`src/etfp_pkg.sv`:
```
`timescale 1ns / 1ps
// Shared types, constants and fixed-point helpers for the escape-time fractal pixel.
// Used by the controller, the datapath and the top level.
package etfp_pkg;

  localparam int FRAC_BITS = 28;
  localparam int Q_W       = FRAC_BITS + 4;
  localparam int COORD_W   = 12;
  localparam int ITER_W    = 10;
  localparam int CFG_IDX_W = 3;
  localparam int CFG_DW    = 32;
  localparam int DIV_STEPS = COORD_W + FRAC_BITS;
  localparam int DIV_CNT_W = $clog2(DIV_STEPS);

  typedef logic signed [Q_W-1:0] q_t;

  localparam q_t Q_MAX      = 32'sh7FFF_FFFF;
  localparam q_t Q_MIN      = 32'sh8000_0000;
  localparam q_t ONE_Q      = 32'sh1000_0000;
  localparam q_t QUARTER_Q  = 32'sh0400_0000;
  localparam q_t SIXTEENTH  = 32'sh0100_0000;
  localparam q_t FOUR_Q     = 32'sh4000_0000;
  localparam q_t SCALE_X    = 32'sh3800_0000;  // 3.5
  localparam q_t SCALE_Y    = 32'sh2000_0000;  // 2.0
  localparam q_t BASE_X_M   = 32'sh2800_0000;  // 2.5
  localparam q_t BASE_X_J   = 32'sh1C00_0000;  // 1.75
  localparam q_t BASE_Y     = 32'sh1000_0A7C;  // 1.00001 rounded down
  localparam q_t JULIA_CRE  = 32'sh05A5_E353;  // 0.353 rounded down
  localparam q_t JULIA_CIM  = 32'sh049B_A5E3;  // 0.288 rounded down

  // Register indexes of the configuration port.
  localparam logic [CFG_IDX_W-1:0] REG_WIDTH  = 3'd0;
  localparam logic [CFG_IDX_W-1:0] REG_HEIGHT = 3'd1;
  localparam logic [CFG_IDX_W-1:0] REG_ZOOM   = 3'd2;
  localparam logic [CFG_IDX_W-1:0] REG_LIMIT  = 3'd3;
  localparam logic [CFG_IDX_W-1:0] REG_JULIA  = 3'd4;

  // Datapath operations.
  localparam logic [3:0] OP_NONE = 4'd0;
  localparam logic [3:0] OP_LOAD = 4'd1;
  localparam logic [3:0] OP_DIVX = 4'd2;
  localparam logic [3:0] OP_DIVY = 4'd3;
  localparam logic [3:0] OP_SPAN = 4'd4;
  localparam logic [3:0] OP_MAP  = 4'd5;
  localparam logic [3:0] OP_SUB  = 4'd6;
  localparam logic [3:0] OP_CHK1 = 4'd7;
  localparam logic [3:0] OP_CHK2 = 4'd8;
  localparam logic [3:0] OP_CHK3 = 4'd9;
  localparam logic [3:0] OP_ITA  = 4'd10;
  localparam logic [3:0] OP_ITB  = 4'd11;

  typedef struct packed {
    logic [3:0] op;
  } dp_cmd_t;

  typedef struct packed {
    logic div_busy;
    logic early_zero;
    logic escaped;
  } dp_stat_t;

  function automatic q_t sat_add(input q_t a, input q_t b);
    logic signed [Q_W:0] s;
    s = {a[Q_W-1], a} + {b[Q_W-1], b};
    if (s[Q_W] != s[Q_W-1]) return s[Q_W] ? Q_MIN : Q_MAX;
    return s[Q_W-1:0];
  endfunction

  function automatic q_t sat_sub(input q_t a, input q_t b);
    logic signed [Q_W:0] s;
    s = {a[Q_W-1], a} - {b[Q_W-1], b};
    if (s[Q_W] != s[Q_W-1]) return s[Q_W] ? Q_MIN : Q_MAX;
    return s[Q_W-1:0];
  endfunction

  // Product rounded toward minus infinity, saturated.
  function automatic q_t mulq(input q_t a, input q_t b);
    logic signed [2*Q_W-1:0] p;
    logic signed [2*Q_W-1:0] s;
    p = a * b;
    s = p >>> FRAC_BITS;
    if (s[2*Q_W-1:Q_W-1] != {(Q_W+1){s[2*Q_W-1]}}) return s[2*Q_W-1] ? Q_MIN : Q_MAX;
    return s[Q_W-1:0];
  endfunction

endpackage

```
`src/etfp_ctrl.sv`:
```
`timescale 1ns / 1ps
// Controller: sequences the datapath, counts iterations and holds the result register.
// Depends on etfp_pkg.
module etfp_ctrl (
  input  logic                         clk,
  input  logic                         rst_n,
  input  logic                         in_valid,
  output logic                         in_stall,
  output logic                         out_valid,
  input  logic                         out_stall,
  output logic [etfp_pkg::ITER_W-1:0]  out_escape_count,
  input  logic [etfp_pkg::ITER_W-1:0]  iteration_limit,
  input  logic                         julia_select,
  input  etfp_pkg::dp_stat_t           stat,
  output etfp_pkg::dp_cmd_t            cmd
);
  import etfp_pkg::*;

  localparam logic [3:0] S_IDLE = 4'd0;
  localparam logic [3:0] S_DIVX = 4'd1;
  localparam logic [3:0] S_WX   = 4'd2;
  localparam logic [3:0] S_DIVY = 4'd3;
  localparam logic [3:0] S_WY   = 4'd4;
  localparam logic [3:0] S_SPAN = 4'd5;
  localparam logic [3:0] S_MAP  = 4'd6;
  localparam logic [3:0] S_SUB  = 4'd7;
  localparam logic [3:0] S_CHK1 = 4'd8;
  localparam logic [3:0] S_CHK2 = 4'd9;
  localparam logic [3:0] S_CHK3 = 4'd10;
  localparam logic [3:0] S_CHK4 = 4'd11;
  localparam logic [3:0] S_ITA  = 4'd12;
  localparam logic [3:0] S_ITB  = 4'd13;
  localparam logic [3:0] S_DONE = 4'd14;

  logic [3:0]        state_r, state_nxt;
  logic [ITER_W-1:0] cnt_r, cnt_nxt;
  logic [ITER_W-1:0] res_r, res_nxt;
  logic              ovalid_r, ovalid_nxt;
  logic [ITER_W-1:0] ocount_r, ocount_nxt;

  always_comb begin
    state_nxt  = state_r;
    cnt_nxt    = cnt_r;
    res_nxt    = res_r;
    ovalid_nxt = ovalid_r & out_stall;
    ocount_nxt = ocount_r;
    cmd.op     = OP_NONE;
    case (state_r)
      S_IDLE: if (in_valid) begin
        cmd.op    = OP_LOAD;
        state_nxt = S_DIVX;
      end
      S_DIVX: begin
        cmd.op    = OP_DIVX;
        state_nxt = S_WX;
      end
      S_WX: if (!stat.div_busy) state_nxt = S_DIVY;
      S_DIVY: begin
        cmd.op    = OP_DIVY;
        state_nxt = S_WY;
      end
      S_WY: if (!stat.div_busy) state_nxt = S_SPAN;
      S_SPAN: begin
        cmd.op    = OP_SPAN;
        state_nxt = S_MAP;
      end
      S_MAP: begin
        cmd.op    = OP_MAP;
        state_nxt = S_SUB;
      end
      S_SUB: begin
        cmd.op    = OP_SUB;
        cnt_nxt   = '0;
        state_nxt = julia_select ? S_ITA : S_CHK1;
      end
      S_CHK1: begin
        cmd.op    = OP_CHK1;
        state_nxt = S_CHK2;
      end
      S_CHK2: begin
        cmd.op    = OP_CHK2;
        state_nxt = S_CHK3;
      end
      S_CHK3: begin
        cmd.op    = OP_CHK3;
        state_nxt = S_CHK4;
      end
      S_CHK4: begin
        if (stat.early_zero) begin
          res_nxt   = '0;
          state_nxt = S_DONE;
        end else begin
          state_nxt = S_ITA;
        end
      end
      S_ITA: begin
        // Reaching the limit counts as inside.
        if (cnt_r >= iteration_limit) begin
          res_nxt   = '0;
          state_nxt = S_DONE;
        end else begin
          cmd.op    = OP_ITA;
          state_nxt = S_ITB;
        end
      end
      S_ITB: begin
        if (stat.escaped) begin
          res_nxt   = cnt_r;
          state_nxt = S_DONE;
        end else begin
          cmd.op    = OP_ITB;
          cnt_nxt   = cnt_r + 1'b1;
          state_nxt = S_ITA;
        end
      end
      S_DONE: if (!ovalid_r || !out_stall) begin
        ovalid_nxt = 1'b1;
        ocount_nxt = res_r;
        state_nxt  = S_IDLE;
      end
      default: state_nxt = S_IDLE;
    endcase
  end

  always_ff @(posedge clk) begin
    if (!rst_n) begin
      state_r  <= S_IDLE;
      ovalid_r <= 1'b0;
    end else begin
      state_r  <= state_nxt;
      ovalid_r <= ovalid_nxt;
    end
  end

  always_ff @(posedge clk) begin
    cnt_r    <= cnt_nxt;
    res_r    <= res_nxt;
    ocount_r <= ocount_nxt;
  end

  assign in_stall         = (state_r != S_IDLE);
  assign out_valid        = ovalid_r;
  assign out_escape_count = ocount_r;

endmodule

```
`config.mk`:
```
export PLATFORM = sky130hd
export DESIGN_NAME = etfp_ctrl
export DESIGN_NICKNAME = d
export VERILOG_FILES = /design/src/etfp_pkg.sv /design/src/etfp_ctrl.sv
export SDC_FILE = /design/constraint.sdc
export NUM_CORES = 1
export LEC_CHECK = 0
export BUFFER_PORTS_ARGS = -buffer_cell sky130_fd_sc_hd__buf_2
export CORE_MARGIN = 2
export CORE_UTILIZATION = 56
export CTS_BUF_LIST = sky130_fd_sc_hd__clkbuf_2 sky130_fd_sc_hd__clkbuf_4 sky130_fd_sc_hd__clkbuf_8
export CTS_CLUSTER_DIAMETER = 50
export DETAILED_ROUTE_END_ITERATION = 16
export GPL_TIMING_DRIVEN = 0
export PLACE_DENSITY_LB_ADDON = 0.25
export SKIP_CTS_REPAIR_TIMING = 1
export SLEW_MARGIN = 20
export SYNTH_ARGS = -nofsm -noshare
export SYNTH_HDL_FRONTEND = slang
export SYNTH_SLANG_ARGS = --single-unit
export TNS_END_PERCENT = 5
```
`constraint.sdc`:
```
create_clock -name clk -period 2.9 [get_ports clk]
set_input_delay 0.435 -clock clk [delete_from_list [all_inputs] [get_ports clk]]
set_output_delay 0.435 -clock clk [all_outputs]
set_load 0.02 [all_outputs]
```
==> impl_metrics.toml, run 1 <==
[yosys]
yosysMostFrequentCell = "edfxtp_1"
yosys.area.top_type_share_pct = 47.8
ys_types = 40
synth.net_count = 209
ys_seq_area_share_pct = 53.2
synth_area_leaders = "edfxtp_1 48%, ha_1 7.3%, dfxtp_1 5.3%"
ys_async_sr_fraction_pct = 0
ys_ff_latch = 35
yosys-top-cells-count = "30 x edfxtp_1, 19 x nor2_1, 15 x inv_1"
syn_area_per_cell_um2 = 10.5
synth_ff_type = "edfxtp_1"
synth_top_cell_by_area = "edfxtp_1"
synth_edf_count = 30
netlist_instances = 180
synth_area_mm2 = 0.00188
ys_warn_count = 0

[placed_design]
routabilityCongestion = 0.907
portBuffers = 33
place.detailed.hpwl_um = 2670
dp_cells = 259

[finish]
area_growth_pct = 16.5
final.fill_count = 264
drive_gt1_share_pct = 22.6
final_cells = 267
nNetsFinal = 249
fin_util_pct = 66.8
antenna_cells = 0

[setup_path]
critPathSlowestCell = "edfxtp_1"
worstPathRequired_ps = 2470
cp_top_family = "simple AND/OR/NAND/NOR gates"
end_kind = "output pin"
critPathMaxFanout = 5
critPathBufInv = 1
worst_setup_path_start_kind = "register"
r2r_cells = 5
critPathArrivalTime_ps = 2310
r2r-start = "cnt_r[7]"
r2r-end = "res_r[2]"
critPathKind = "reg -> out"
worstPathCellList = "ha_1 > nand4_1 > or3_1 > a31oi_2 > o311ai_1 > buf_2"
ff2ff_setup_slack_ps = 480
critPathMaxStageDelay_ps = 490

[sta]
rsz0062_at_grt = "no"
hold_violations = 0
slew_violations = 0
finalClockSkew_ps = 9.14
max_slew_margin_pct = 44.4
fin_crit_ps = 2750
setup-violations-final = 0
fmax_mhz = 364
tightest_slew_ps = 831
period_share_pct = 94.7
final.setup.tns_ps = 0

[grt]
grt_max_degree = 12
grt_pass1_wl_um = 5570
grt_pass1_vias = 1289
grt_usage_pct = 20.4
overflow = 0
antenna_found_initial = 0

[die]
initial_core_util_pct = 57.3
row_count = 21
dieArea_mm2 = 0.00384
die_w_um = 62.0
die_h_um = 62.0
io-pin-count = 34
coreArea_mm2 = 0.00328

[worst_hold_path]
min_path_cells = 2
hold_start = "rst_n"
min_to = "state_r[2]"
hold_class = "in -> reg"

[routing]
dr.pass1.iters = 7
remaining_drc_errors = 0
totalWireLength_um = 3480
wire_per_inst_um = 13.0
via_per_inst = 5.45
ant_nets = 0
drt_iter0_drc = 73
vias = 1455

[cts]
cts.clk_slew.worst_paths_ps = 100
cts_tree = "built"
cts_buffers = 5
cts_htree_levels = 2
root_buffer = "clkbuf_4"
clockBufferDepth = 2
cts_sinks = 35
clk_latency_ps = 330

[run_status]
status = "finished clean"

[power]
ir_drop_uv = 407
power_density_mw_per_mm2 = 462
leakage_nw = 0.891

[job]
maxCapViolations = 0
-- stage by stage --
step / area, um^2 / power (mW) / hold slack (ps) / setup slack [ps]
after global routing: 2190 / 1.06 / 359 / 45.8
after CTS: 2180 / 1.02 / 345 / 91.4
final: 2190 / 1.01 / 358 / 153
after detailed placement: 2110 / 0.693 / 405 / 421
after floorplan: 1880 / 0.652 / 400 / 770
after global placement: 2110 / 0.687 / 402 / 470
-- placed cells by master (no fill, tap or decap), types with 2 or more instances in the layout --
master,n
and2_1,10
clkbuf_4,5
nand4_1,2
or3_1,6
clkbuf_1,2
edfxtp_1,30
a31oi_1,2
o21ai_1,2
nor2b_1,2
nor3_2,2
a21oi_1,10
nor2_1,19
inv_1,15
o21ai_0,8
a211oi_1,3
xnor2_1,3
dfxtp_1,5
xor2_1,4
buf_2,37
nand2b_1,3
nand2_1,14
nand3_1,4
ha_1,11
-- worst max path at each step --
stage                             from        to  slack, ps  depth (start not counted)
finish                        cnt_r[7]    cmd[1]        150                          6
global route                  cnt_r[4]    cmd[1]         50                          7
CTS                           cnt_r[7]    cmd[1]         90                          6
detailed placement  iteration_limit[7]  res_r[0]        420                          7
global placement    iteration_limit[7]  res_r[0]        470                          7
floorplan           iteration_limit[7]    cmd[3]        770                          7
-- worst register-to-register path, stage by stage (launching register included) --
cell and delay (ps):
edfxtp_1 490, ha_1 350, nand4_1 130, or3_1 470, a31oi_2 240, o211a_1 420
-- report_power, final --
part,leakage (nW),internal (mW),switching (mW)
registers,0.334,0.544,0.00798
logic,0.515,0.0519,0.0807
clock network,0.0426,0.177,0.153
total,0.891,0.773,0.241
-- kinds of logic after synthesis --
logic type      count (synthesis)  share of synthesized area, %
compound gates                 35                          12.0
fa+ha+maj                      11                          7.31
mux                             1                         0.532
buf+inv                        22                          5.05
simple gates                   69                          18.7
xor+xnor                        7                          3.26
flops                          35                          53.2
-- per-layer routing --
metal,vias to the layer above,track usage (%),wire length [um]
met5,-,0,0
met2,62,30.1,1650
li1,724,-,-
met3,8,6.00,228
met1,661,27.5,1530
met4,0,9.73,76
-- final cells by class --
cell class                      count  area (um^2)  share of cell area [%]
Buffer                              7         38.8                    1.77
Clock buffer                        5         37.5                    1.71
Clock inverter                      3         38.8                    1.77
Inverter                           15         56.3                    2.57
Multi-Input combinational cell    123          798                    36.4
Sequential cell                    35         1000                    45.6
Tap cell                           46         57.6                    2.62
Timing Repair Buffer               33          165                    7.53
-- registers in the layout, indices dropped and copies added (netlist names) --
| signal | flops |
|---|---|
| cnt_r | 10 |
| out_escape_count | 10 |
| res_r | 10 |
| state_r | 4 |
| out_valid | 1 |
Power figures use the tool's default switching activity.
==> run 2, diff against run 1 <==
==> constraint.sdc (replaced) <==
create_clock -name clk -period 2.9 [get_ports clk]
set_input_delay 0.435 -clock clk [delete_from_list [all_inputs] [get_ports clk]]
set_output_delay 0.435 -clock clk [all_outputs]
set_load 0.005 [all_outputs]
==> run 2 against run 1 <==
- via count grew 0.62%
- power shrank 1.5%
- register-to-register slack is essentially flat
- wire length shrank 0.29%
- sequential cell count is the same
- critical endpoint unchanged
- sequential share of layout area grew 0.10 points
- clock skew shrank 2.3 ps
- combinational power shrank 11%
- maximum frequency grew 0.61%
- clock power is essentially flat
==> impl_metrics.toml, run 2 (synthesized netlist as in run 1, its figures left out) <==
[run_status]
status = "finished clean"

[setup_path]
worstPathRequired_ps = 2470
critPathArrivalTime_ps = 2300
r2r_cells = 5
worst_setup_path_start_kind = "register"
critPathMaxFanout = 5
end_kind = "output pin"
critPathKind = "reg -> out"

[sta]
fmax_mhz = 366
setup-violations-final = 0
rsz0062_at_grt = "no"
hold_violations = 0
slew_violations = 0
period_share_pct = 94.1
finalClockSkew_ps = 6.80
final.setup.tns_ps = 0
max_slew_margin_pct = 44.5
tightest_slew_ps = 832
fin_crit_ps = 2730

[worst_hold_path]
hold_class = "in -> reg"
min_path_cells = 2

[grt]
grt_usage_pct = 20.4
grt_max_degree = 12
overflow = 0
antenna_found_initial = 0
grt_pass1_wl_um = 5570
grt_pass1_vias = 1289

[finish]
fin_util_pct = 66.6
final_cell_mix = "37 x buf_2, 30 x edfxtp_1, 19 x nor2_1"
antenna_cells = 0
final_cells = 267
nNetsFinal = 249
final.fill_count = 263
design_area_mm2 = 0.00219
area_growth_pct = 16.2
final_common_cell = "buf_2"
drive_gt1_share_pct = 22.2

[routing]
drt_iter0_drc = 51
ant_nets = 0
met2WireLength_um = 1630
vias = 1464
wirelength_met1_um = 1500
totalWireLength_um = 3470
via_per_inst = 5.48
remaining_drc_errors = 0
wire_per_inst_um = 13.0
dr_wl_met3_um = 245
dr.pass1.iters = 5
highest_layer = "met4"

[cts]
cts_sinks = 35
cts_htree_levels = 2
cts_tree = "built"
cts.clk_slew.worst_paths_ps = 100
root_buffer = "clkbuf_4"
clk_latency_ps = 320
cts_buffers = 5
clockBufferDepth = 2

[die]
die_h_um = 62.0
dieArea_mm2 = 0.00384
io-pin-count = 34
row_count = 21
coreArea_mm2 = 0.00328
die_w_um = 62.0
initial_core_util_pct = 57.3

[job]
maxCapViolations = 0

[placed_design]
place.detailed.hpwl_um = 2670
dp_cells = 259
routabilityCongestion = 0.907
placed_cell_area_mm2 = 0.00211
portBuffers = 33

[power]
p_total_mw = 0.999
leakage_nw = 0.890
ir_drop_uv = 410
power_density_mw_per_mm2 = 457
run 2: cell types whose count changed in the layout (fill, tap and decap cells not counted):
cell and delta:
nor3_1 +1, nor3_2 -1
run 2: final cells by class:
| type | instances | area [um^2] | area share (%) |
|---|---|---|---|
| sequential | 35 | 1000 | 45.7 |
| multi-input combinational | 123 | 793 | 36.2 |
| timing repair buffer | 33 | 165 | 7.55 |
| tap | 46 | 57.6 | 2.63 |
| inverter | 15 | 56.3 | 2.57 |
| clock inverter | 3 | 38.8 | 1.77 |
| buffer | 7 | 38.8 | 1.77 |
| clock buffer | 5 | 37.5 | 1.72 |
run 2: final timing paths:
| path | from | to | slack (ps) |
|---|---|---|---|
| max reg2reg | cnt_r[7] | res_r[2] | 480 |
| min | rst_n | state_r[2] | 360 |
| max | cnt_r[7] | cmd[1] | 170 |
| min reg2reg | res_r[1] | out_escape_count[1] | 430 |
run 2: worst max-delay path, stage by stage, from the launching register on:
cell and delay, ps:
edfxtp_1 490, ha_1 340, a211oi_1 260, nor2_1 80, nor3_1 350, a31oi_2 190, o311ai_1 110, buf_2 160
run 2: metal layers:
| layer | vias up | track usage, % |
|---|---|---|
| li1 | 726 | - |
| met1 | 661 | 27.5 |
| met2 | 67 | 30.1 |
| met3 | 10 | 6.00 |
| met4 | 0 | 9.73 |
| met5 | - | 0 |
run 2: power breakdown:
group,switching [mW],internal [mW]
sequential,0.00815,0.544
combinational,0.0671,0.0515
clock,0.152,0.177
run 2: stage by stage:
step | hold WS [ps] | worst slack, ps
floorplan | 400 | 775
global placement | 402 | 470
detailed placement | 405 | 421
CTS | 345 | 124
global route | 359 | 16.9
finish | 357 | 170
